--- config.mk ---
export PLATFORM = sky130hd
export DESIGN_NAME = z_axis_safety_supervisor
export DESIGN_NICKNAME = d
export VERILOG_FILES = /design/src/zass_pkg.sv /design/src/zass_force.sv /design/src/zass_tilt.sv /design/src/zass_ctrl.sv /design/src/z_axis_safety_supervisor.sv
export SDC_FILE = /design/constraint.sdc
export NUM_CORES = 2
export LEC_CHECK = 0
export ABC_AREA = 1
export BUFFER_PORTS_ARGS = -buffer_cell sky130_fd_sc_hd__buf_4
export CAP_MARGIN = 10
export CORE_UTILIZATION = 55
export CTS_CLUSTER_DIAMETER = 80
export DETAILED_ROUTE_END_ITERATION = 8
export PLACE_DENSITY = 0.72
export SETUP_SLACK_MARGIN = 0.2
export SLEW_MARGIN = 20
export SYNTH_ARGS = -nofsm -noshare
export SYNTH_HDL_FRONTEND = slang
export SYNTH_SLANG_ARGS = --single-unit
--- constraint.sdc ---
create_clock -name clk -period 35.3 [get_ports clk]
set_input_delay 5.295 -clock clk [delete_from_list [all_inputs] [get_ports clk]]
set_output_delay 5.295 -clock clk [all_outputs]
set_load 0.1 [all_outputs]
--- src/zass_pkg.sv ---
// Shared types and constants of the Z axis safety supervisor.
package zass_pkg;

	localparam int POS_W   = 24;
	localparam int ADC_W   = 16;
	localparam int LIM_W   = 24;
	localparam int SCALE_W = 16;
	localparam int WD_W    = 16;
	localparam int FAULT_W = 3;
	localparam int CFG_IDX_W  = 3;
	localparam int CFG_DATA_W = 24;

	// item kinds
	localparam logic [1:0] MODE_TICK = 2'd0;
	localparam logic [1:0] MODE_MOVE = 2'd1;
	localparam logic [1:0] MODE_STOP = 2'd2;

	// fault codes
	localparam logic [FAULT_W-1:0] FAULT_NONE         = 3'd0;
	localparam logic [FAULT_W-1:0] FAULT_TILT         = 3'd1;
	localparam logic [FAULT_W-1:0] FAULT_CRASH        = 3'd2;
	localparam logic [FAULT_W-1:0] FAULT_FORCE_HALT   = 3'd3;
	localparam logic [FAULT_W-1:0] FAULT_DEADMAN      = 3'd4;
	localparam logic [FAULT_W-1:0] FAULT_BUSY_REJECT  = 3'd5;
	localparam logic [FAULT_W-1:0] FAULT_FORCE_REJECT = 3'd6;

	// register indexes
	localparam logic [CFG_IDX_W-1:0] REG_MAX_TILT      = 3'd0;
	localparam logic [CFG_IDX_W-1:0] REG_CONTACT_THR   = 3'd1;
	localparam logic [CFG_IDX_W-1:0] REG_PROCESS_FORCE = 3'd2;
	localparam logic [CFG_IDX_W-1:0] REG_CRASH_FORCE   = 3'd3;
	localparam logic [CFG_IDX_W-1:0] REG_LEFT_SCALE    = 3'd4;
	localparam logic [CFG_IDX_W-1:0] REG_RIGHT_SCALE   = 3'd5;
	localparam logic [CFG_IDX_W-1:0] REG_BACK_SCALE    = 3'd6;
	localparam logic [CFG_IDX_W-1:0] REG_WD_TIMEOUT    = 3'd7;

	typedef struct packed {
		logic [1:0]              mode;
		logic                    move_up;
		logic signed [POS_W-1:0] pos_left_um;
		logic signed [POS_W-1:0] pos_right_um;
		logic signed [POS_W-1:0] pos_back_um;
		logic [ADC_W-1:0]        adc_left;
		logic [ADC_W-1:0]        adc_right;
		logic [ADC_W-1:0]        adc_back;
		logic                    sequence_running;
	} in_item_t;

	typedef struct packed {
		logic               emergency_stop;
		logic               start_motors;
		logic               drive_up;
		logic               fine_profile;
		logic               abort_sequence;
		logic [FAULT_W-1:0] fault;
		logic [LIM_W-1:0]   max_force_gf;
		logic [WD_W-1:0]    watchdog_left;
	} out_item_t;

	// force checks handed from the force unit to the control logic
	typedef struct packed {
		logic             over_contact;
		logic             over_process;
		logic             over_crash;
		logic [LIM_W-1:0] whole_gf;
	} force_flags_t;

	typedef struct packed {
		logic [LIM_W-1:0] contact_thr_gf;
		logic [LIM_W-1:0] process_limit_gf;
		logic [LIM_W-1:0] crash_force_limit_gf;
		logic [SCALE_W-1:0] left_scale;
		logic [SCALE_W-1:0] right_scale;
		logic [SCALE_W-1:0] back_scale;
	} force_cfg_t;

endpackage

--- src/zass_force.sv ---
// Force scaling of the three sensors, maximum and threshold compares.
module zass_force import zass_pkg::*; #(
	parameter int ADC_BITS        = 16,
	parameter int SCALE_FRAC_BITS = 8
) (
	input  logic [ADC_W-1:0] adc_left,
	input  logic [ADC_W-1:0] adc_right,
	input  logic [ADC_W-1:0] adc_back,
	input  force_cfg_t       cfg,
	output force_flags_t     flags
);

	localparam int PROD_W = ADC_BITS + SCALE_W;
	localparam int THR_W  = LIM_W + SCALE_FRAC_BITS;
	localparam int CMP_W  = ((PROD_W > THR_W) ? PROD_W : THR_W) + 1;

	logic [PROD_W-1:0] f_left, f_right, f_back, f_lr, f_max;
	logic [CMP_W-1:0]  f_ext, whole_ext;
	logic [CMP_W-1:0]  contact_fx, process_fx, crash_fx;

	assign f_left  = PROD_W'(adc_left[ADC_BITS-1:0]) * PROD_W'(cfg.left_scale);
	assign f_right = PROD_W'(adc_right[ADC_BITS-1:0]) * PROD_W'(cfg.right_scale);
	assign f_back  = PROD_W'(adc_back[ADC_BITS-1:0]) * PROD_W'(cfg.back_scale);

	assign f_lr  = (f_right > f_left) ? f_right : f_left;
	assign f_max = (f_back > f_lr) ? f_back : f_lr;
	assign f_ext = CMP_W'(f_max);

	// thresholds moved to the fixed-point scale so no fraction is dropped
	assign contact_fx = CMP_W'(cfg.contact_thr_gf) << SCALE_FRAC_BITS;
	assign process_fx = CMP_W'(cfg.process_limit_gf) << SCALE_FRAC_BITS;
	assign crash_fx   = CMP_W'(cfg.crash_force_limit_gf) << SCALE_FRAC_BITS;

	assign whole_ext = f_ext >> SCALE_FRAC_BITS;

	always_comb begin
		flags.over_contact = f_ext > contact_fx;
		flags.over_process = f_ext > process_fx;
		flags.over_crash   = f_ext > crash_fx;
		if (|whole_ext[CMP_W-1:LIM_W]) begin
			flags.whole_gf = {LIM_W{1'b1}};
		end else begin
			flags.whole_gf = whole_ext[LIM_W-1:0];
		end
	end

endmodule

--- src/zass_tilt.sv ---
// Pairwise tilt check of the three Z motor positions.
module zass_tilt import zass_pkg::*; (
	input  logic signed [POS_W-1:0] pos_left_um,
	input  logic signed [POS_W-1:0] pos_right_um,
	input  logic signed [POS_W-1:0] pos_back_um,
	input  logic [LIM_W-1:0]        max_tilt_delta_um,
	output logic                    tilt
);

	localparam int D_W = POS_W + 1;

	logic signed [D_W-1:0] d_lr, d_rb, d_lb;
	logic [D_W-1:0]        a_lr, a_rb, a_lb, lim;

	assign d_lr = D_W'(pos_left_um) - D_W'(pos_right_um);
	assign d_rb = D_W'(pos_right_um) - D_W'(pos_back_um);
	assign d_lb = D_W'(pos_left_um) - D_W'(pos_back_um);

	assign a_lr = d_lr[D_W-1] ? D_W'(-d_lr) : D_W'(d_lr);
	assign a_rb = d_rb[D_W-1] ? D_W'(-d_rb) : D_W'(d_rb);
	assign a_lb = d_lb[D_W-1] ? D_W'(-d_lb) : D_W'(d_lb);

	assign lim  = D_W'(max_tilt_delta_um);
	assign tilt = (a_lr > lim) || (a_rb > lim) || (a_lb > lim);

endmodule

--- src/zass_ctrl.sv ---
// Decision logic: tick checks, watchdog, manual move and stop handling.
module zass_ctrl import zass_pkg::*; (
	input  logic [1:0]      mode,
	input  logic            move_up,
	input  logic            sequence_running,
	input  logic            tilt,
	input  force_flags_t    flags,
	input  logic [WD_W-1:0] watchdog_timeout,
	input  logic [WD_W-1:0] wd_q,
	input  logic            manual_up_q,
	output logic [WD_W-1:0] wd_next,
	output logic            manual_up_next,
	output out_item_t       result
);

	always_comb begin
		wd_next        = wd_q;
		manual_up_next = manual_up_q;
		result.emergency_stop = 1'b0;
		result.start_motors   = 1'b0;
		result.fine_profile   = 1'b0;
		result.abort_sequence = 1'b0;
		result.fault          = FAULT_NONE;
		case (mode)
			MODE_TICK: begin
				if (tilt) begin
					wd_next = '0;
					result.emergency_stop = 1'b1;
					result.abort_sequence = sequence_running;
					result.fault          = FAULT_TILT;
				end else if (flags.over_crash) begin
					wd_next = '0;
					result.emergency_stop = 1'b1;
					result.abort_sequence = sequence_running;
					result.fault          = FAULT_CRASH;
				end else if (wd_q != '0) begin
					if (flags.over_process && manual_up_q) begin
						wd_next = '0;
						result.emergency_stop = 1'b1;
						result.fault          = FAULT_FORCE_HALT;
					end else begin
						wd_next = wd_q - 1'b1;
						// last count expiring
						if (wd_q == WD_W'(1)) begin
							result.emergency_stop = 1'b1;
							result.fault          = FAULT_DEADMAN;
						end
					end
				end
			end
			MODE_MOVE: begin
				if (sequence_running) begin
					result.fault = FAULT_BUSY_REJECT;
				end else if (flags.over_process && move_up) begin
					result.fault = FAULT_FORCE_REJECT;
				end else begin
					manual_up_next       = move_up;
					result.fine_profile  = flags.over_contact;
					result.start_motors  = (wd_q == '0);
					wd_next              = watchdog_timeout;
				end
			end
			MODE_STOP: begin
				wd_next = '0;
				result.emergency_stop = 1'b1;
			end
			default: begin
			end
		endcase
		result.drive_up      = manual_up_next;
		result.max_force_gf  = flags.whole_gf;
		result.watchdog_left = wd_next;
	end

endmodule

--- src/z_axis_safety_supervisor.sv ---
// Top level of the Z axis safety supervisor.
//
//  channel | signals                     | item
//  --------+-----------------------------+------------------------------
//  in      | in_valid, in_stall, in_data | tick, manual move or stop
//  out     | out_valid, out_stall, out_data | one result per input item
//  cfg     | cfg_we, cfg_index, cfg_data | register write, no read-back
//
// One item per cycle while the output is not stalled. An item is registered on entry,
// checked by one pass of compares and three 16x16 multiplies, and moves into the
// result register once that register is empty or being read. The watchdog and
// direction state update as the item moves into the result register. Reset
// disarms the watchdog, sets the direction down and loads the register defaults.
// A stalled result register holds the input stage; input stall rises only when
// both are full and the output is stalled.
module z_axis_safety_supervisor import zass_pkg::*; #(
	parameter int ADC_BITS        = 16,
	parameter int SCALE_FRAC_BITS = 8
) (
	input  logic                  clk,
	input  logic                  arst_n,
	input  logic                  in_valid,
	output logic                  in_stall,
	input  in_item_t              in_data,
	output logic                  out_valid,
	input  logic                  out_stall,
	output out_item_t             out_data,
	input  logic                  cfg_we,
	input  logic [CFG_IDX_W-1:0]  cfg_index,
	input  logic [CFG_DATA_W-1:0] cfg_data
);

	logic [LIM_W-1:0]  max_tilt_q;
	force_cfg_t        force_cfg_q;
	logic [WD_W-1:0]   wd_timeout_q;

	logic              valid_s1;
	in_item_t          item_s1;
	logic              adv_s1;

	logic [WD_W-1:0]   wd_q, wd_next;
	logic              manual_up_q, manual_up_next;

	logic              out_valid_q;
	out_item_t         out_data_q;

	logic              tilt;
	force_flags_t      flags;
	out_item_t         result;

	always_ff @(posedge clk or negedge arst_n) begin
		if (!arst_n) begin
			max_tilt_q                       <= LIM_W'(2000);
			force_cfg_q.contact_thr_gf       <= LIM_W'(50);
			force_cfg_q.process_limit_gf     <= LIM_W'(5000);
			force_cfg_q.crash_force_limit_gf <= LIM_W'(10000);
			force_cfg_q.left_scale           <= SCALE_W'(256);
			force_cfg_q.right_scale          <= SCALE_W'(256);
			force_cfg_q.back_scale           <= SCALE_W'(256);
			wd_timeout_q                     <= WD_W'(50);
		end else if (cfg_we) begin
			case (cfg_index)
				REG_MAX_TILT:      max_tilt_q <= cfg_data[LIM_W-1:0];
				REG_CONTACT_THR:   force_cfg_q.contact_thr_gf <= cfg_data[LIM_W-1:0];
				REG_PROCESS_FORCE: force_cfg_q.process_limit_gf <= cfg_data[LIM_W-1:0];
				REG_CRASH_FORCE:   force_cfg_q.crash_force_limit_gf <= cfg_data[LIM_W-1:0];
				REG_LEFT_SCALE:    force_cfg_q.left_scale  <= cfg_data[SCALE_W-1:0];
				REG_RIGHT_SCALE:   force_cfg_q.right_scale <= cfg_data[SCALE_W-1:0];
				REG_BACK_SCALE:    force_cfg_q.back_scale  <= cfg_data[SCALE_W-1:0];
				REG_WD_TIMEOUT:    wd_timeout_q <= cfg_data[WD_W-1:0];
				default: begin
				end
			endcase
		end
	end

	assign adv_s1   = valid_s1 && (!out_valid_q || !out_stall);
	assign in_stall = valid_s1 && !adv_s1;

	always_ff @(posedge clk or negedge arst_n) begin
		if (!arst_n) begin
			valid_s1 <= 1'b0;
		end else if (in_valid && !in_stall) begin
			valid_s1 <= 1'b1;
		end else if (adv_s1) begin
			valid_s1 <= 1'b0;
		end
	end

	always_ff @(posedge clk) begin
		if (in_valid && !in_stall) begin
			item_s1 <= in_data;
		end
	end

	zass_tilt u_tilt (
		.pos_left_um       (item_s1.pos_left_um),
		.pos_right_um      (item_s1.pos_right_um),
		.pos_back_um       (item_s1.pos_back_um),
		.max_tilt_delta_um (max_tilt_q),
		.tilt              (tilt)
	);

	zass_force #(
		.ADC_BITS        (ADC_BITS),
		.SCALE_FRAC_BITS (SCALE_FRAC_BITS)
	) u_force (
		.adc_left  (item_s1.adc_left),
		.adc_right (item_s1.adc_right),
		.adc_back  (item_s1.adc_back),
		.cfg       (force_cfg_q),
		.flags     (flags)
	);

	zass_ctrl u_ctrl (
		.mode             (item_s1.mode),
		.move_up          (item_s1.move_up),
		.sequence_running (item_s1.sequence_running),
		.tilt             (tilt),
		.flags            (flags),
		.watchdog_timeout (wd_timeout_q),
		.wd_q             (wd_q),
		.manual_up_q      (manual_up_q),
		.wd_next          (wd_next),
		.manual_up_next   (manual_up_next),
		.result           (result)
	);

	always_ff @(posedge clk or negedge arst_n) begin
		if (!arst_n) begin
			wd_q        <= '0;
			manual_up_q <= 1'b0;
			out_valid_q <= 1'b0;
		end else if (adv_s1) begin
			wd_q        <= wd_next;
			manual_up_q <= manual_up_next;
			out_valid_q <= 1'b1;
		end else if (!out_stall) begin
			out_valid_q <= 1'b0;
		end
	end

	always_ff @(posedge clk) begin
		if (adv_s1) begin
			out_data_q <= result;
		end
	end

	assign out_valid = out_valid_q;
	assign out_data  = out_data_q;

endmodule

== Word level (Yosys, flattened, before mapping) ==
Index checks and enable logic that the tools add are counted.

* Bits in registers: 351
* Output and inout bits: 50
* Input bits: 156
* Logic and storage cells: 119

* $lt $le $gt $ge: 8
* $add $sub $neg: 7
* Multipliers: 3
* Bitwise logic cells: 1
* Eq/ne operators: 11
* Reductions and logical operators: 26
* Muxes and demuxes: 34

{| class="wikitable"
|+ Operators by type and width
! cell !! count
|-
| $gt A32 B32 Y1 || 5
|-
| $mul A16 B16 Y32 || 3
|-
| $mux W16 || 6
|-
| $gt A25 B24 Y1 || 3
|-
| $mux W25 || 3
|-
| $neg A25 Y25 || 3
|-
| $sub A24 B24 Y25 || 3
|-
| $mux W32 || 2
|-
| $pmux W16 S3 || 1
|-
| $mux W3 || 6
|-
| $eq A16 B1 Y1 const B || 1
|-
| $logic_not A16 Y1 || 1
|-
| $reduce_and A2 Y1 || 8
|-
| $reduce_bool A16 Y1 || 1
|-
| $sub A16 B1 Y16 const B || 1
|-
| $mux W1 || 13
|-
| $eq A3 B3 Y1 const B || 4
|-
| $eq A3 B2 Y1 const B || 2
|-
| $pmux W3 S2 || 1
|-
| $logic_and A1 B1 Y1 || 5
|-
| $logic_not A1 Y1 || 4
|-
| $mux W4 || 1
|-
| $eq A3 B1 Y1 const B || 1
|-
| $logic_not A3 Y1 || 1
|-
| 9 further kinds || 11
|}

== Longest topological paths before layout ==
* Depth in word-level cells: 12
* Depth in mapped cells: 75
* Mapped depth without buffers: 68

== By module ==
From an unflattened synthesis, not the netlist that was laid out.

* Cells, all modules: 7,072
* Area, all modules: 52,728.1 um^2

{| class="wikitable"
|+ By module, submodules not included
! module !! sequential area each (um^2) !! area each (um^2) !! times used !! cells an instance
|-
| zass_force || 0.0 || 30,096.4 || 1 || 4,132
|-
| z_axis_safety_supervisor || 9,675.5 || 12,233.0 || 1 || 971
|-
| zass_tilt || 0.0 || 9,054.9 || 1 || 1,729
|-
| zass_ctrl || 0.0 || 1,343.8 || 1 || 240
|}

== Worst setup path before layout ==
Ideal clock, no wire load.

* Path kind: input to output
* From: input port out_stall
* To: output port in_stall
* Stages on the path: 2
* Buffers on the path: 0
* Data arrival time: 6.697 ns
* Data required time: 30.005 ns
* Setup slack: 23.308 ns
* Cell sequence: nand2_1 > nor2_1

* Cells in the longest elaborated chain, start to end: 5

{| class="wikitable"
|+ RTL lines
! what !! line !! source
|-
| start, declared || z_axis_safety_supervisor.sv:26 || <nowiki>input logic out_stall,</nowiki>
|-
| $logic_not A1 Y1 || n/a ||
|-
| $logic_or A1 B1 Y1 || z_axis_safety_supervisor.sv:77 || <nowiki>assign adv_s1 = valid_s1 && (!out_valid_q || !out_stall);</nowiki>
|-
| $logic_and A1 B1 Y1 || z_axis_safety_supervisor.sv:77 ||
|-
| $logic_not A1 Y1 || z_axis_safety_supervisor.sv:78 || <nowiki>assign in_stall = valid_s1 && !adv_s1;</nowiki>
|-
| $logic_and A1 B1 Y1 || z_axis_safety_supervisor.sv:78 ||
|-
| end, declared || z_axis_safety_supervisor.sv:23 || <nowiki>output logic in_stall,</nowiki>
|}

Every way passes these cells.

==> results by group <==
Die
  • Die span in x: 301.5 um
  • Core area: 0.08865 mm^2
  • Die footprint: 0.09088 mm^2
  • Number of cell rows: 109
  • Initial cell density of the core: 55.64%
  • DIE HEIGHT: 301.5 um
  • I/O Pins: 206

Route
  • Remaining DRCs: 28
  • DRT Wirelength: 134000 um
  • Final ANT Viol Nets: 0
  • Via density: 5.347
  • First-iteration detailed-routing DRC count: 2920
  • Router iterations before antenna repair: 8
  • Per-cell routed wire length: 17.96 um
  • Vias: 39890

Placed design
  • Hpwl dp: 106900 um
  • Port bufs: 205
  • Placement Setup Slack: 21600 ps
  • Global placement routability congestion: 0.9880

Timing
  • Final worst-path setup slack: 21360 ps
  • Rel. slew slack: 26.10%
  • Period minus WS final: 13940 ps
  • Pins Over Slew Limit: 0
  • Finish-stage setup viols: 0
  • Setup TNS: 0 ps
  • Max Clock Freq: 71.75 MHz
  • Crit share post-route: 39.48%
  • Final hold slack: 482.2 ps
  • RSZ-0062 raised after global routing: no
  • Worst Tran Pin Value: 1106 ps
  • Clk_skew: 25.64 ps
  • Fin. Hold Viols: 0

Setup path
  • Number of buffers and inverters on the critical path: 10
  • Launching point of the worst reg2reg path: force_cfg_q[18]
  • CP delay by family, top: simple AND/OR/NAND/NOR gates
  • Slowest CP cell: dfrtp_1
  • Max incr delay on CP: 800 ps
  • Worst r2r path cells: 54
  • Endpoint type of the worst setup path: flop
  • R2r setup slk: 21360 ps
  • Reg2Reg Capture Point: out_data[15]
  • Required @ worst endpoint: 35650 ps
  • Critical path class: reg2reg
  • CP arrival: 14290 ps
  • Critical-path maximum fanout: 56
  • CP startpoint kind: flop

Yosys
  • Most numerous cell in the Yosys netlist: nand2_1
  • Synth top area cells: fa_1 24%, ha_1 15%, nand2_1 12%
  • Synth top area share: 23.74%
  • Post-synth EDFFs: 172
  • Post-synth ARST share: 51.00%
  • Avg Cell Area, Syn: 7.919 um^2
  • Yosys cell types: 58
  • Cells after Synth: 6229
  • Synth Register Bits: 351
  • Commonest cells in the netlist: 1616 x nand2_1, 1476 x inv_1, 594 x ha_1, 585 x fa_1, 285 x o21ai_0
  • Synth Cell Area: 0.04933 mm^2
  • Yosys warning count: 0
  • Synth area leader: fa_1
  • Top FF cell, synth: edfxtp_1
  • Sequential cell area fraction in the yosys report: 19.62%
  • Mapped Nets: 7564

GRT
  • Initial antenna violation count: 9
  • Largest net degree at the start of global routing: 72
  • First-pass GRT wire length: 214100 um
  • Vias in the first global route: 40060
  • GRT Overall Usage: 30.27%
  • Overflow after GRT: 0

Clocking
  • Clk buf depth: 3
  • PostCTS Resize Cnt: 0
  • Latest clock arrival within the worst-skew pair: 640 ps
  • TritonCTS clock tree: yes
  • H-tree levels: 2
  • Worst-path clk slew: 60 ps
  • Post-CTS Setup Bufs: 0
  • CTS Hold Bufs: 0
  • Clock Tree Root: clkbuf_16
  • Number of buffers created by CTS: 45
  • Sink Count: 351

Final layout
  • Fin util: 59.97%
  • Nets: 7594
  • Layout cells sized above 1: 6.211%
  • Fillers: 8038
  • Area Growth Syn to Fin: 7.772%

Min path
  • HP Class: reg2reg
  • WHS Endpoint: max_tilt_q[1]
  • Hold_sp: max_tilt_q[1]
  • Worst Hold Path Cells: 2

Job
  • # Max-Cap Violations: 0

Run status
  • Failing checks: DRC
  • Status: finished, violations left
## kinds of logic after synthesis
| family | after synthesis | synth area share [%] |
|---|---|---|
| simple gates | 2067 | 16.88 |
| buf+inv | 1740 | 13.31 |
| fa+ha+maj | 1179 | 38.81 |
| compound gates | 672 | 7.483 |
| flops | 351 | 19.62 |
| xor+xnor | 220 | 3.906 |
## state kept, by name, indices dropped and copies added, names as in the netlist
name          flops
item_s1         124
valid_s1          1
max_tilt_q       24
wd_timeout_q     16
force_cfg_q     120
wd_q             16
out_data         48
manual_up_q       1
out_valid         1
## layer usage
layer  share of wire, %  up-vias  track usage (%)  wire length, um
li1                   -    18990                -                -
met5             0.0097        -                0               13
met2                 47     1308            50.51            63290
met4                3.8        2            10.86             5033
met1                 42    19330            39.88            56210
met3                7.0      263            4.719             9416
## cells in the final DEF (no fill, tap or decap), drive strengths merged, types with 4 or more instances in the layout
cell type     n
a31oi        25
or2           6
inv        1496
o221ai        9
a221oi        4
dfstp        25
edfxtp      172
clkbuf       61
nand3b        6
xor2        138
a21o          8
a21boi       16
nor3         40
o21ai       310
nor4          8
nand2      1629
a211oi       13
o21bai        8
nand4        53
fa          585
o21a          8
dfrtp       154
o2111ai       4
o41ai         4
o31ai         7
nor2        186
a21oi       240
o211ai        7
buf         234
ha          594
clkinv       12
nand3       132
xnor2        82
## per-stage QoR
stage	instances	cell area (um^2)
2_1_floorplan	6229	49330
5_1_grt	7460	53160
4_1_cts	7460	53160
3_5_place_dp	7377	51590
3_3_place_gp	7377	51590
6_report	7461	53160
## worst max-delay path by stage
stage	from	end	slack (ps)	cells after the start
final	force_cfg_q[18]	out_data[15]	21360	54
after global routing	item_s1[27]	wd_q[12]	20350	56
after CTS	item_s1[27]	out_data[15]	21570	54
after detailed placement	item_s1[27]	out_data[15]	21600	54
after global placement	force_cfg_q[17]	wd_q[2]	21830	57
after floorplan	out_stall	in_stall	23310	2
## worst min-delay path, stage by stage, from the launching register on
cell and delay [ps]:
dfrtp_1 340, nand2_1 50, o21ai_0 60
## layout make-up
cell class | instances | area (um^2) | share of cell area [%]
clock inverters | 22 | 249.0 | 0.4684
well taps | 1165 | 1458 | 2.742
flip-flops and latches | 351 | 9676 | 18.20
diodes | 1 | 2.502 | 0.004707
multi-input cells | 4138 | 33110 | 62.28
repair buffers | 234 | 1760 | 3.312
clock buffers | 61 | 1315 | 2.474
inverters | 1489 | 5594 | 10.52
Power is left out: the tool's default activity adds up to more than one toggle a clock period on the data nets, which glitch-free logic cannot reach.
